<file path="src/rtl/cmr_pkg.sv">
// ----------------------------------------------------------------------------
// cmr_pkg
// Shared types and constants for the multiplexed challenge reassembly block.
// ----------------------------------------------------------------------------
`timescale 1ns / 1ps
`default_nettype none

package cmr_pkg;

  localparam int unsigned OP_W      = 2;
  localparam int unsigned PAYLOAD_W = 64;
  localparam int unsigned IDX_W     = 6;
  localparam int unsigned ADDR_W    = 8;
  localparam int unsigned NIB_W     = 4;
  localparam int unsigned CNT_W     = 14;
  localparam int unsigned CFG_IDX_W = 2;
  localparam int unsigned CFG_DAT_W = 14;
  localparam int unsigned APPEND_W  = 56;
  localparam int unsigned NUM_W     = 3;

  localparam logic [ADDR_W-1:0] BCAST_ADDR  = 8'hFF;
  localparam logic [CNT_W-1:0]  TIMEOUT_RST = 14'd10000;
  localparam logic [CNT_W-1:0]  COUNT_MAX   = 14'h3FFF;
  localparam logic [NUM_W-1:0]  START_BYTES = 3'd5;
  localparam logic [NUM_W-1:0]  MID_BYTES   = 3'd7;

  typedef enum logic [OP_W-1:0] {
    OP_FRAME = 2'd0,
    OP_TICK  = 2'd1,
    OP_READ  = 2'd2,
    OP_NOP   = 2'd3
  } cmr_op_e;

  typedef enum logic [CFG_IDX_W-1:0] {
    REG_DEVICE_ADDRESS = 2'd0,
    REG_CHALLENGE_TYPE = 2'd1,
    REG_TIMEOUT_MS     = 2'd2,
    REG_UNUSED         = 2'd3
  } cmr_reg_e;

  // append request: data byte k goes to store index base + k for k < count
  typedef struct packed {
    logic                en;
    logic [IDX_W-1:0]    base;
    logic [NUM_W-1:0]    count;
    logic [APPEND_W-1:0] data;
  } cmr_wr_t;

  // read request, load is high for every accepted item
  typedef struct packed {
    logic             load;
    logic             rd;
    logic [IDX_W-1:0] index;
  } cmr_rd_t;

endpackage

`default_nettype wire

</file>
<file path="src/rtl/cmr_if.sv">
// ----------------------------------------------------------------------------
// cmr_if
// Valid/ready channels carrying input items and result items.
// ----------------------------------------------------------------------------
`timescale 1ns / 1ps
`default_nettype none

interface cmr_in_if import cmr_pkg::*; ();
  logic                 valid;
  logic                 ready;
  logic [OP_W-1:0]      opcode;
  logic [PAYLOAD_W-1:0] frame_payload;
  logic [IDX_W-1:0]     read_index;

  modport source (output valid, output opcode, output frame_payload, output read_index,
                  input ready);
  modport sink   (input valid, input opcode, input frame_payload, input read_index,
                  output ready);
endinterface

interface cmr_out_if import cmr_pkg::*; ();
  logic              valid;
  logic              ready;
  logic              frame_taken;
  logic              challenge_done;
  logic              gate_closed;
  logic [ADDR_W-1:0] session_target;
  logic [NIB_W-1:0]  session_request_id;
  logic [NIB_W-1:0]  session_step;
  logic [IDX_W-1:0]  fill_count;
  logic [ADDR_W-1:0] read_byte;

  modport source (output valid, output frame_taken, output challenge_done,
                  output gate_closed, output session_target, output session_request_id,
                  output session_step, output fill_count, output read_byte,
                  input ready);
  modport sink   (input valid, input frame_taken, input challenge_done,
                  input gate_closed, input session_target, input session_request_id,
                  input session_step, input fill_count, input read_byte,
                  output ready);
endinterface

`default_nettype wire

</file>
<file path="src/rtl/cmr_store.sv">
// ----------------------------------------------------------------------------
// cmr_store
// Challenge byte store: two banks of 8-byte rows so an append that spans two
// rows writes one row in each bank, per-byte valid bits, registered read.
// ----------------------------------------------------------------------------
`timescale 1ns / 1ps
`default_nettype none

module cmr_store import cmr_pkg::*; #(
  parameter int unsigned CHALLENGE_BYTES = 47
) (
  input  wire logic              clk_i,
  input  wire logic              rst_ni,
  input  wire cmr_wr_t           wr_i,
  input  wire cmr_rd_t           rd_i,
  output logic [ADDR_W-1:0]      read_byte_o
);

  localparam int unsigned ROWS  = (CHALLENGE_BYTES + 7) / 8;
  localparam int unsigned EROWS = (ROWS + 1) / 2;
  localparam int unsigned OROWS = (ROWS / 2 > 0) ? ROWS / 2 : 1;
  localparam int unsigned EW    = (EROWS > 1) ? $clog2(EROWS) : 1;
  localparam int unsigned OW    = (OROWS > 1) ? $clog2(OROWS) : 1;
  localparam logic [IDX_W:0] CAP = (IDX_W + 1)'(CHALLENGE_BYTES);

  logic [63:0] bank_e [EROWS];
  logic [63:0] bank_o [OROWS];
  logic [CHALLENGE_BYTES-1:0] vld_q;

  logic [127:0] win;
  logic [15:0]  win_be;
  logic [2:0]   row0;
  logic [3:0]   row1;
  logic [1:0]   e_row;
  logic [1:0]   o_row;
  logic [63:0]  e_data;
  logic [63:0]  o_data;
  logic [7:0]   e_be;
  logic [7:0]   o_be;

  logic [63:0] rd_e_q;
  logic [63:0] rd_o_q;
  logic        sel_bank_q;
  logic [2:0]  sel_byte_q;
  logic        hit_q;
  logic        hit;
  logic [63:0] rd_row;

  always_comb begin
    win    = 128'({8'h00, wr_i.data}) << {wr_i.base[2:0], 3'b000};
    win_be = 16'((16'd1 << wr_i.count) - 16'd1) << wr_i.base[2:0];
    if (!wr_i.en) begin
      win_be = '0;
    end
    row0 = wr_i.base[5:3];
    row1 = {1'b0, row0} + 4'd1;
    if (!row0[0]) begin
      e_row  = row0[2:1];
      e_data = win[63:0];
      e_be   = win_be[7:0];
      o_row  = row0[2:1];
      o_data = win[127:64];
      o_be   = win_be[15:8];
    end else begin
      e_row  = row1[2:1];
      e_data = win[127:64];
      e_be   = win_be[15:8];
      o_row  = row0[2:1];
      o_data = win[63:0];
      o_be   = win_be[7:0];
    end
  end

  always_ff @(posedge clk_i) begin
    for (int b = 0; b < 8; b++) begin
      if (e_be[b]) begin
        bank_e[e_row[EW-1:0]][b*8 +: 8] <= e_data[b*8 +: 8];
      end
      if (o_be[b]) begin
        bank_o[o_row[OW-1:0]][b*8 +: 8] <= o_data[b*8 +: 8];
      end
    end
  end

  always_ff @(posedge clk_i or negedge rst_ni) begin
    if (!rst_ni) begin
      vld_q <= '0;
    end else if (wr_i.en) begin
      for (int i = 0; i < CHALLENGE_BYTES; i++) begin
        if ((IDX_W + 1)'(i) >= {1'b0, wr_i.base} &&
            (IDX_W + 1)'(i) < {1'b0, wr_i.base} + (IDX_W + 1)'(wr_i.count)) begin
          vld_q[i] <= 1'b1;
        end
      end
    end
  end

  // bytes never written read as zero
  assign hit = rd_i.rd && ({1'b0, rd_i.index} < CAP) && vld_q[rd_i.index];

  always_ff @(posedge clk_i) begin
    if (rd_i.load && rd_i.rd) begin
      rd_e_q     <= bank_e[rd_i.index[5:4]];
      rd_o_q     <= bank_o[rd_i.index[5:4]];
      sel_bank_q <= rd_i.index[3];
      sel_byte_q <= rd_i.index[2:0];
    end
  end

  always_ff @(posedge clk_i or negedge rst_ni) begin
    if (!rst_ni) begin
      hit_q <= 1'b0;
    end else if (rd_i.load) begin
      hit_q <= hit;
    end
  end

  assign rd_row      = sel_bank_q ? rd_o_q : rd_e_q;
  assign read_byte_o = hit_q ? rd_row[{sel_byte_q, 3'b000} +: 8] : '0;

endmodule

`default_nettype wire

</file>
<file path="src/rtl/multiplexed_challenge_reassembly.sv">
// ----------------------------------------------------------------------------
// multiplexed_challenge_reassembly
// Session gate and challenge reassembly over multiplexed CAN frames.
// ----------------------------------------------------------------------------
//  channel   dir  handshake        contents
//  in_ch     in   valid/ready      opcode, frame_payload, read_index
//  out_ch    out  valid/ready      status, fill count, read byte
//  cfg       in   cfg_we_i         device address, challenge type, timeout
//
//  one item accepted every cycle while in_ch.ready is high; the result sits in the
//  output register the cycle after acceptance
//  in_ch.ready is low only while a result waits and out_ch.ready is low
//  reset restores session state and config and clears store valid bits; no clearing pass
// ----------------------------------------------------------------------------
`timescale 1ns / 1ps
`default_nettype none

module multiplexed_challenge_reassembly import cmr_pkg::*; #(
  parameter int unsigned CHALLENGE_BYTES = 47
) (
  input  wire logic                 clk_i,
  input  wire logic                 rst_ni,
  cmr_in_if.sink                    in_ch,
  cmr_out_if.source                 out_ch,
  input  wire logic                 cfg_we_i,
  input  wire logic [CFG_IDX_W-1:0] cfg_idx_i,
  input  wire logic [CFG_DAT_W-1:0] cfg_data_i
);

  localparam logic [IDX_W-1:0] CAP = IDX_W'(CHALLENGE_BYTES);

  logic [ADDR_W-1:0] dev_addr_q;
  logic [NIB_W-1:0]  chal_code_q;
  logic [CNT_W-1:0]  timeout_q;

  logic              gate_open_q, gate_open_d;
  logic [CNT_W-1:0]  since_q, since_d;
  logic [ADDR_W-1:0] tgt_q, tgt_d;
  logic [NIB_W-1:0]  rid_q, rid_d;
  logic [NIB_W-1:0]  step_q, step_d;
  logic [NIB_W-1:0]  last_q, last_d;
  logic [IDX_W-1:0]  fill_q, fill_d;
  logic              taken_q, taken_d;
  logic              done_q, done_d;
  logic              out_valid_q;

  logic              accept;
  cmr_op_e           op;
  logic [7:0]        b0, b1, b2;
  logic [NIB_W-1:0]  mux, rtype;
  logic              is_start, match;
  logic [IDX_W-1:0]  space;
  logic [NUM_W-1:0]  avail;
  logic [IDX_W-1:0]  fill_new;
  cmr_wr_t           wr;
  cmr_rd_t           rd;

  assign in_ch.ready = !out_valid_q || out_ch.ready;
  assign accept      = in_ch.valid && in_ch.ready;
  assign op          = cmr_op_e'(in_ch.opcode);

  assign b0       = in_ch.frame_payload[7:0];
  assign b1       = in_ch.frame_payload[15:8];
  assign b2       = in_ch.frame_payload[23:16];
  assign mux      = b0[3:0];
  assign rtype    = b0[7:4];
  assign is_start = (mux == '0);
  assign match    = (b2 == dev_addr_q) || (b2 == BCAST_ADDR);

  always_ff @(posedge clk_i or negedge rst_ni) begin
    if (!rst_ni) begin
      dev_addr_q  <= '0;
      chal_code_q <= '0;
      timeout_q   <= TIMEOUT_RST;
    end else if (cfg_we_i) begin
      case (cmr_reg_e'(cfg_idx_i))
        REG_DEVICE_ADDRESS: dev_addr_q  <= cfg_data_i[ADDR_W-1:0];
        REG_CHALLENGE_TYPE: chal_code_q <= cfg_data_i[NIB_W-1:0];
        REG_TIMEOUT_MS:     timeout_q   <= cfg_data_i[CNT_W-1:0];
        default: ;
      endcase
    end
  end

  always_comb begin
    gate_open_d = gate_open_q;
    since_d     = since_q;
    tgt_d       = tgt_q;
    rid_d       = rid_q;
    step_d      = step_q;
    last_d      = last_q;
    fill_d      = fill_q;
    taken_d     = 1'b0;
    done_d      = 1'b0;
    wr          = '0;
    avail       = is_start ? START_BYTES : MID_BYTES;
    space       = '0;
    fill_new    = '0;
    case (op)
      OP_TICK: begin
        if (since_q != COUNT_MAX) begin
          since_d = since_q + CNT_W'(1);
        end
      end
      OP_FRAME: begin
        if (gate_open_q || since_q >= timeout_q) begin
          gate_open_d = 1'b1;
          taken_d     = 1'b1;
          since_d     = '0;
          if (is_start && match) begin
            tgt_d  = b2;
            rid_d  = b1[3:0];
            last_d = b1[7:4];
            step_d = rtype;
            fill_d = '0;
            if (rtype != chal_code_q) begin
              gate_open_d = 1'b0;
            end
          end
          if ((!is_start || match) && rtype == chal_code_q) begin
            space = CAP - fill_d;
            wr.en    = (fill_d < CAP);
            wr.base  = fill_d;
            wr.count = (space < IDX_W'(avail)) ? space[NUM_W-1:0] : avail;
            wr.data  = is_start ? APPEND_W'(in_ch.frame_payload[63:24])
                                : in_ch.frame_payload[63:8];
            fill_new = wr.en ? fill_d + IDX_W'(wr.count) : fill_d;
            fill_d   = fill_new;
            if (fill_new >= CAP || last_d <= mux) begin
              done_d      = 1'b1;
              gate_open_d = 1'b1;
            end
          end
        end
      end
      default: ;
    endcase
  end

  assign rd.load  = accept;
  assign rd.rd    = (op == OP_READ);
  assign rd.index = in_ch.read_index;

  always_ff @(posedge clk_i or negedge rst_ni) begin
    if (!rst_ni) begin
      gate_open_q <= 1'b1;
      since_q     <= '0;
      tgt_q       <= '0;
      rid_q       <= '0;
      step_q      <= '0;
      last_q      <= '0;
      fill_q      <= '0;
      taken_q     <= 1'b0;
      done_q      <= 1'b0;
      out_valid_q <= 1'b0;
    end else begin
      if (accept) begin
        gate_open_q <= gate_open_d;
        since_q     <= since_d;
        tgt_q       <= tgt_d;
        rid_q       <= rid_d;
        step_q      <= step_d;
        last_q      <= last_d;
        fill_q      <= fill_d;
        taken_q     <= taken_d;
        done_q      <= done_d;
        out_valid_q <= 1'b1;
      end else if (out_ch.ready) begin
        out_valid_q <= 1'b0;
      end
    end
  end

  cmr_store #(
    .CHALLENGE_BYTES(CHALLENGE_BYTES)
  ) u_store (
    .clk_i      (clk_i),
    .rst_ni     (rst_ni),
    .wr_i       (accept ? wr : '0),
    .rd_i       (rd),
    .read_byte_o(out_ch.read_byte)
  );

  // session state only moves on an accepted item, so it doubles as the result
  assign out_ch.valid              = out_valid_q;
  assign out_ch.frame_taken        = taken_q;
  assign out_ch.challenge_done     = done_q;
  assign out_ch.gate_closed        = !gate_open_q;
  assign out_ch.session_target     = tgt_q;
  assign out_ch.session_request_id = rid_q;
  assign out_ch.session_step       = step_q;
  assign out_ch.fill_count         = fill_q;

endmodule

`default_nettype wire
</file>
<file path="src/flat_wrapper.sv">
// flat-port wrapper written by rule: the top's interface ports become plain ports
module multiplexed_challenge_reassembly_flat import cmr_pkg::*;
#(
  parameter int unsigned CHALLENGE_BYTES = 47
)
  (clk_i, rst_ni, cfg_we_i, cfg_idx_i, cfg_data_i, in_ch_valid, in_ch_opcode, in_ch_frame_payload, in_ch_read_index, in_ch_ready, out_ch_valid, out_ch_frame_taken, out_ch_challenge_done, out_ch_gate_closed, out_ch_session_target, out_ch_session_request_id, out_ch_session_step, out_ch_fill_count, out_ch_read_byte, out_ch_ready);
  cmr_in_if in_ch_i ();
  cmr_out_if out_ch_i ();
  input  wire logic clk_i;
  input  wire logic rst_ni;
  input  wire logic cfg_we_i;
  input  wire logic [CFG_IDX_W-1:0] cfg_idx_i;
  input  wire logic [CFG_DAT_W-1:0] cfg_data_i;
  input wire logic [$bits(in_ch_i.valid)-1:0] in_ch_valid;
  input wire logic [$bits(in_ch_i.opcode)-1:0] in_ch_opcode;
  input wire logic [$bits(in_ch_i.frame_payload)-1:0] in_ch_frame_payload;
  input wire logic [$bits(in_ch_i.read_index)-1:0] in_ch_read_index;
  output wire logic [$bits(in_ch_i.ready)-1:0] in_ch_ready;
  output wire logic [$bits(out_ch_i.valid)-1:0] out_ch_valid;
  output wire logic [$bits(out_ch_i.frame_taken)-1:0] out_ch_frame_taken;
  output wire logic [$bits(out_ch_i.challenge_done)-1:0] out_ch_challenge_done;
  output wire logic [$bits(out_ch_i.gate_closed)-1:0] out_ch_gate_closed;
  output wire logic [$bits(out_ch_i.session_target)-1:0] out_ch_session_target;
  output wire logic [$bits(out_ch_i.session_request_id)-1:0] out_ch_session_request_id;
  output wire logic [$bits(out_ch_i.session_step)-1:0] out_ch_session_step;
  output wire logic [$bits(out_ch_i.fill_count)-1:0] out_ch_fill_count;
  output wire logic [$bits(out_ch_i.read_byte)-1:0] out_ch_read_byte;
  input wire logic [$bits(out_ch_i.ready)-1:0] out_ch_ready;
  assign in_ch_i.valid = in_ch_valid;
  assign in_ch_i.opcode = in_ch_opcode;
  assign in_ch_i.frame_payload = in_ch_frame_payload;
  assign in_ch_i.read_index = in_ch_read_index;
  assign in_ch_ready = in_ch_i.ready;
  assign out_ch_valid = out_ch_i.valid;
  assign out_ch_frame_taken = out_ch_i.frame_taken;
  assign out_ch_challenge_done = out_ch_i.challenge_done;
  assign out_ch_gate_closed = out_ch_i.gate_closed;
  assign out_ch_session_target = out_ch_i.session_target;
  assign out_ch_session_request_id = out_ch_i.session_request_id;
  assign out_ch_session_step = out_ch_i.session_step;
  assign out_ch_fill_count = out_ch_i.fill_count;
  assign out_ch_read_byte = out_ch_i.read_byte;
  assign out_ch_i.ready = out_ch_ready;
  multiplexed_challenge_reassembly #(.CHALLENGE_BYTES(CHALLENGE_BYTES)) u_core (.clk_i(clk_i), .rst_ni(rst_ni), .in_ch(in_ch_i), .out_ch(out_ch_i), .cfg_we_i(cfg_we_i), .cfg_idx_i(cfg_idx_i), .cfg_data_i(cfg_data_i));
endmodule
</file>
<file path="config.mk">
export PLATFORM = sky130hd
export DESIGN_NAME = multiplexed_challenge_reassembly_flat
export DESIGN_NICKNAME = d
export VERILOG_FILES = /design/src/rtl/cmr_pkg.sv /design/src/rtl/cmr_if.sv /design/src/rtl/cmr_store.sv /design/src/rtl/multiplexed_challenge_reassembly.sv /design/src/flat_wrapper.sv
export SDC_FILE = /design/constraint.sdc
export NUM_CORES = 1
export LEC_CHECK = 0
export BUFFER_PORTS_ARGS = -buffer_cell sky130_fd_sc_hd__buf_2
export CAP_MARGIN = 20
export CORE_MARGIN = 3
export CORE_UTILIZATION = 55
export DETAILED_ROUTE_END_ITERATION = 8
export HOLD_SLACK_MARGIN = 0.12
export PLACE_DENSITY = 0.7
export SLEW_MARGIN = 40
export SYNTH_ARGS = -nofsm -noshare
export SYNTH_HDL_FRONTEND = slang
export SYNTH_SLANG_ARGS = --single-unit
</file>
<file path="constraint.sdc">
create_clock -name clk_i -period 32.8 [get_ports clk_i]
set_input_delay 9.84 -clock clk_i [delete_from_list [all_inputs] [get_ports clk_i]]
set_output_delay 9.84 -clock clk_i [all_outputs]
set_load 0.05 [all_outputs]
</file>
# Word level (Yosys, flattened, before mapping)
# Memories as Yosys holds them, arrays and structs flattened. A register that Yosys moved wholly into a read port is not among the register bits.
# Cells that the tools add are included.
[word_totals]
word_cells = 378
inputBits = 93
mem_bits_rw = 384
mem_count = 2
register_bits = 122
output_inout_bits = 35
[mem_list]
columns = ["memory", "depth", "width", "read_ports", "rd_ports_with_merged_regs", "write_ports", "line", "text"]
rows = [
  ["u_core.u_store.bank_e", 3, 64, 1, 1, 1, "cmr_store.sv:26", "logic [63:0] bank_e [EROWS];"],
  ["u_core.u_store.bank_o", 3, 64, 1, 1, 1, "cmr_store.sv:27", "logic [63:0] bank_o [OROWS];"],
]
[op_classes]
reduce_logical = 119
magnitude_cmp = 101
eq_ne = 11
shifts = 4
n_mux = 72
add_sub_neg = 6
[op_table]
columns = ["cell", "n"]
rows = [
  ["$mux W66", 4],
  ["$mux W64", 3],
  ["$shl A56 B6 Y128", 1],
  ["$lt A5 B7 Y1 const A", 16],
  ["$lt A6 B7 Y1 const A", 15],
  ["$reduce_and A2 Y1", 50],
  ["$ge A5 B6 Y1 const A", 16],
  ["$ge A6 B6 Y1 const A", 15],
  ["$shiftx A64 B7 Y8", 1],
  ["$lt A4 B7 Y1 const A", 8],
  ["$mux W56", 1],
  ["$logic_and A1 B1 Y1", 53],
  ["$ge A4 B6 Y1 const A", 8],
  ["$mux W1", 45],
  ["$mux W6", 5],
  ["$lt A3 B7 Y1 const A", 4],
  ["$mux W14", 2],
  ["$pmux W14 S2", 1],
  ["$ge A3 B6 Y1 const A", 4],
  ["$mux W8", 3],
  ["$mux W16", 1],
  ["$shl A1 B3 Y16 const A", 1],
  ["$shl A16 B3 Y16", 1],
  ["$sub A16 B1 Y16 const B", 1],
  ["34 further kinds", 54],
]

# Longest topological paths before layout
[logic_depth]
word_depth = 20
ltp_mapped = 27
ltp_nobuf = 23

# By module
# From an unflattened synthesis, not the netlist that was laid out.
[unflattened]
cells_unflattened = 2561
hier_area_um2 = 30958.4
[modules_own_cells]
columns = ["mod", "instances", "area_each_um2", "seq_area_each_um2", "cells_per_inst"]
rows = [
  ["cmr_store", 1, 26276.5, 16696.0, 2021],
  ["multiplexed_challenge_reassembly", 1, 4682.0, 1759.2, 540],
]

# Worst setup path after synthesis
# Ideal clock, no wire load.
[synth_timing]
kind = "in2reg"
startpoint = "input out_ch_ready"
endpoint = "register u_core.u_store.hit_q"
arrival_time_ns = 20.975
t_required_ns = 32.671
stages = 4
slack_ns = 11.696
setup_ns = 0.129
n_path_buf = 0
path_cell_list = "nand2b_1 nand2_1 nor3b_1 a22o_1"
[synth_via]
elab_chain_cells = 2
[synth_rtl]
columns = ["item", "line", "text"]
rows = [
  ["start, declared", "flat_wrapper.sv:28", "input wire logic [$bits(out_ch_i.ready)-1:0] out_ch_ready;"],
  ["$logic_or A1 B1 Y1", "multiplexed_challenge_reassembly.sv:58", "assign in_ch.ready = !out_valid_q || out_ch.ready;"],
  ["$logic_and A1 B1 Y1", "multiplexed_challenge_reassembly.sv:59", "assign accept = in_ch.valid && in_ch.ready;"],
  ["end signal, assigned", "cmr_store.sv:114", "hit_q <= hit;"],
  ["end, declared", "cmr_store.sv:45", "logic hit_q;"],
]
# Every way passes these cells.
# A chain may end at the register's enable or synchronous reset.

# Worst setup path after layout
[layout_timing]
startpoint = "input out_ch_ready"
endpoint = "output in_ch_ready"
[layout_via]
elab_chain_cells = 1
[layout_rtl]
columns = ["item", "line", "text"]
rows = [
  ["$logic_or A1 B1 Y1", "multiplexed_challenge_reassembly.sv:58", ""],
  ["end, declared", "flat_wrapper.sv:18", "output wire logic [$bits(in_ch_i.ready)-1:0] in_ch_ready;"],
]
# Every way passes these cells.

==> flow_summary.yaml <==
yosys:
  yosysTopAreaCell: "edfxtp_1"
  netlist.area_leader.share_pct: 50.0
  avgSynthCellArea_um2: 12.0
  async_flop_share_pct: 18.6
  yosysUniqueCellTypes: 80
  synth_nets: 2702
  synthFlopType: "edfxtp_1"
  yosysWarnings: 0
  ys_ff_latch: 634
  synth_most_common_cell: "edfxtp_1"
  synth_edf_count: 516
  synthTopCellsByCount: "edfxtp_1 (516), nand2_1 (303), o21ai_0 (249)"
  yosys-top-cells-area: "edfxtp_1 (50%), dfrtp_1 (9.0%), mux2i_1 (6.1%)"
  syn_area_mm2: 0.0310
  syn_inst: 2577
  synth-seq-area-share_pct: 59.6
placement:
  routabilityCongestion: 0.987
  dp_hpwl_um: 67300
  port_buffers: 127
clock_network:
  cts_setup_buffers: 0
  cts-resized-gates: 0
  cts_root_buf: "clkbuf_16"
  cts_tree: "built"
  cts_buffer_depth: 3
  insertion_delay_ns: 0.62
  clkTransAtPathRegs_ns: 0.05
  cts.sinks: 634
  cts_buffers: 67
  htree_levels: 3
  hold_buffers: 0
grt:
  overflow: 0
  grt_pass1_vias: 21800
  grt_pass1_wl_um: 141000
  antenna_found_initial: 8
  grt_use_total_pct: 32.2
  grt_start_max_net_pins: 105
sta:
  finalSetupTns_ns: 0
  slew_viol_final: 0
  layout_min_cycle_time_ns: 20.15
  rsz0062_at_grt: "no"
  setup_viol: 0
  tightest_slew_ns: 0.849
  skew_ns: 0.0292
  finalCritPeriodShare_pct: 61.4
  fmax_mhz: 49.6
  hold_viol_final: 0
  max_slew_margin_pct: 43.0
floorplan:
  die_area_mm2: 0.0592
  io_pins: 128
  std_cell_rows: 86
  start_util_pct: 55.9
  die_height_um: 243
  die_w_um: 243
  core_mm2: 0.0554
flow_run:
  drv_cap: 0
setup_path:
  cp_cell_sequence: "buf_2 > nand2b_1 > buf_2"
  crit_required_ns: 22.96
  reg2reg_from: "u_core.dev_addr_q[4]"
  slowest_delay_ns: 0.27
  r2r-end: "u_core.u_store.vld_q[32]"
  critPathMaxFanout: 3
  crit_path_end_kind: "primary output"
  slowest_stage: "buf_2"
  path_common_cell: "buf_2"
  cp.arrival_ns: 10.31
  reg2regPathDepth: 24
  cp-start-kind: "input pin"
  r2r_slack_ns: 26.32
  crit_type: "input pin to primary output"
pwr:
  ir_drop_mv: 0.0443
  power_mw: 1.93
  p_leak_nw: 13.5
  power.density_mw_per_mm2: 55.7
finish:
  nFillCells: 4338
  final_nets: 2792
  area_delta_synth_final_pct: 12.0
  layout-drive-gt1-share_pct: 17.8
  regArea_mm2: 0.0185
  multi_input_area_mm2: 0.0119
min_path:
  min_path_type: "flip-flop to flip-flop"
  hold_path.startpoint: "u_core.u_store.vld_q[22]"
  min_path_cells: 1
  holdPathEnd: "u_core.u_store.vld_q[22]"
detailed_routing:
  drc: 0
  dr_total_vias: 22500
  post_drt_wl_per_cell_um: 27.6
  vias_per_cell: 6.49
  wl_um: 95700
  drtIter0Drc: 2816
  drt_pass1_iterations: 6
  ant_nets: 0
status:
  run_status: "completed"
## kinds of logic after synthesis
kind of cell | synth area share [%]
simple gates | 10.4
mux | 12.1
compound gates | 13.2
flops | 59.6
xor+xnor | 0.904
fa+ha+maj | 1.34
buf+inv | 2.55
## how the worst max path moves through the flow
stage | startpoint | end | slack [ns] | depth (start not counted)
2_1_floorplan | out_ch_ready | u_core.u_store.hit_q | 11.70 | 4
3_3_place_gp | out_ch_ready | in_ch_ready | 12.64 | 3
3_5_place_dp | out_ch_ready | in_ch_ready | 12.65 | 3
4_1_cts | out_ch_ready | in_ch_ready | 12.64 | 3
5_1_grt | out_ch_ready | in_ch_ready | 12.59 | 3
6_report | out_ch_ready | in_ch_ready | 12.65 | 3
## sequential cells by signal, indices dropped and copies added (netlist names), 6 cells and up
| name | cells |
|---|---|
| u_core.out_ch.session_target | 8 |
| u_core.since_q | 14 |
| u_core.u_store.rd_e_q | 64 |
| u_core.out_ch.fill_count | 6 |
| u_core.dev_addr_q | 8 |
| u_core.u_store.bank_o | 192 |
| u_core.u_store.bank_e | 192 |
| u_core.timeout_q | 14 |
| u_core.u_store.vld_q | 47 |
| u_core.u_store.rd_o_q | 64 |
## cells in the final DEF, fill, tap and decap left out, types with 20 or more instances in the layout
cell	Yosys	final
a22oi_1	21	21
mux2_2	58	58
ha_1	30	30
buf_4	0	55
a31oi_1	27	27
xnor2_1	23	22
nor2_1	223	206
edfxtp_1	516	516
a21oi_1	120	119
nor3_1	37	31
clkbuf_1	109	21
nand3_1	53	53
mux4_2	54	54
buf_2	17	124
clkbuf_16	0	67
nand2_1	303	303
o21ai_0	249	248
dfrtp_1	112	111
inv_1	34	33
mux2i_1	188	188
a21o_1	20	20
o22ai_1	23	23
## metrics by stage
stage / utilization [%] / std cells / hold WS, ns / cell area, µm² / setup slack, ns
global route: 62.6 / 3472 / 0.466 / 34700 / 12.59
finish: 62.6 / 3473 / 0.455 / 34700 / 12.65
detailed placement: 58.8 / 3346 / 0.443 / 32600 / 12.65
floorplan: - / 2577 / 0.423 / 31000 / 11.70
global placement: 58.5 / 3346 / 0.434 / 32400 / 12.64
CTS: 62.6 / 3468 / 0.457 / 34700 / 12.64
## worst max-delay path, delay by kind of cell
family / cells / cell delay [ns]
buf+inv: 2 / 0.34
simple gates: 1 / 0.12
## metal layers
metal	global-route usage [%]	vias to the layer above	share of wire [%]
met5	0	-	0.028
met4	11.8	4	4.1
met3	5.70	225	9.5
met2	51.0	1239	46
met1	44.9	11200	40
li1	-	9900	-
## final cells by class
| type | count | area share [%] |
|---|---|---|
| repair buffers | 188 | 3.27 |
| clock buffers | 90 | 5.14 |
| flip-flops and latches | 634 | 53.2 |
| inverters | 38 | 0.411 |
| diodes | 5 | 0.0361 |
| multi-input cells | 1738 | 34.3 |
| well taps | 748 | 2.70 |
| clock inverters | 32 | 0.945 |
## power breakdown
group | switching [mW] | leakage [nW] | total [mW] | internal, mW
combinational | 0.216 | 5.47 | 0.313 | 0.0967
sequential | 0.0100 | 6.99 | 0.888 | 0.878
clock | 0.314 | 1.01 | 0.733 | 0.419
total | 0.540 | 13.5 | 1.93 | 1.39
No activity file was read; power rests on OpenSTA's default activity.
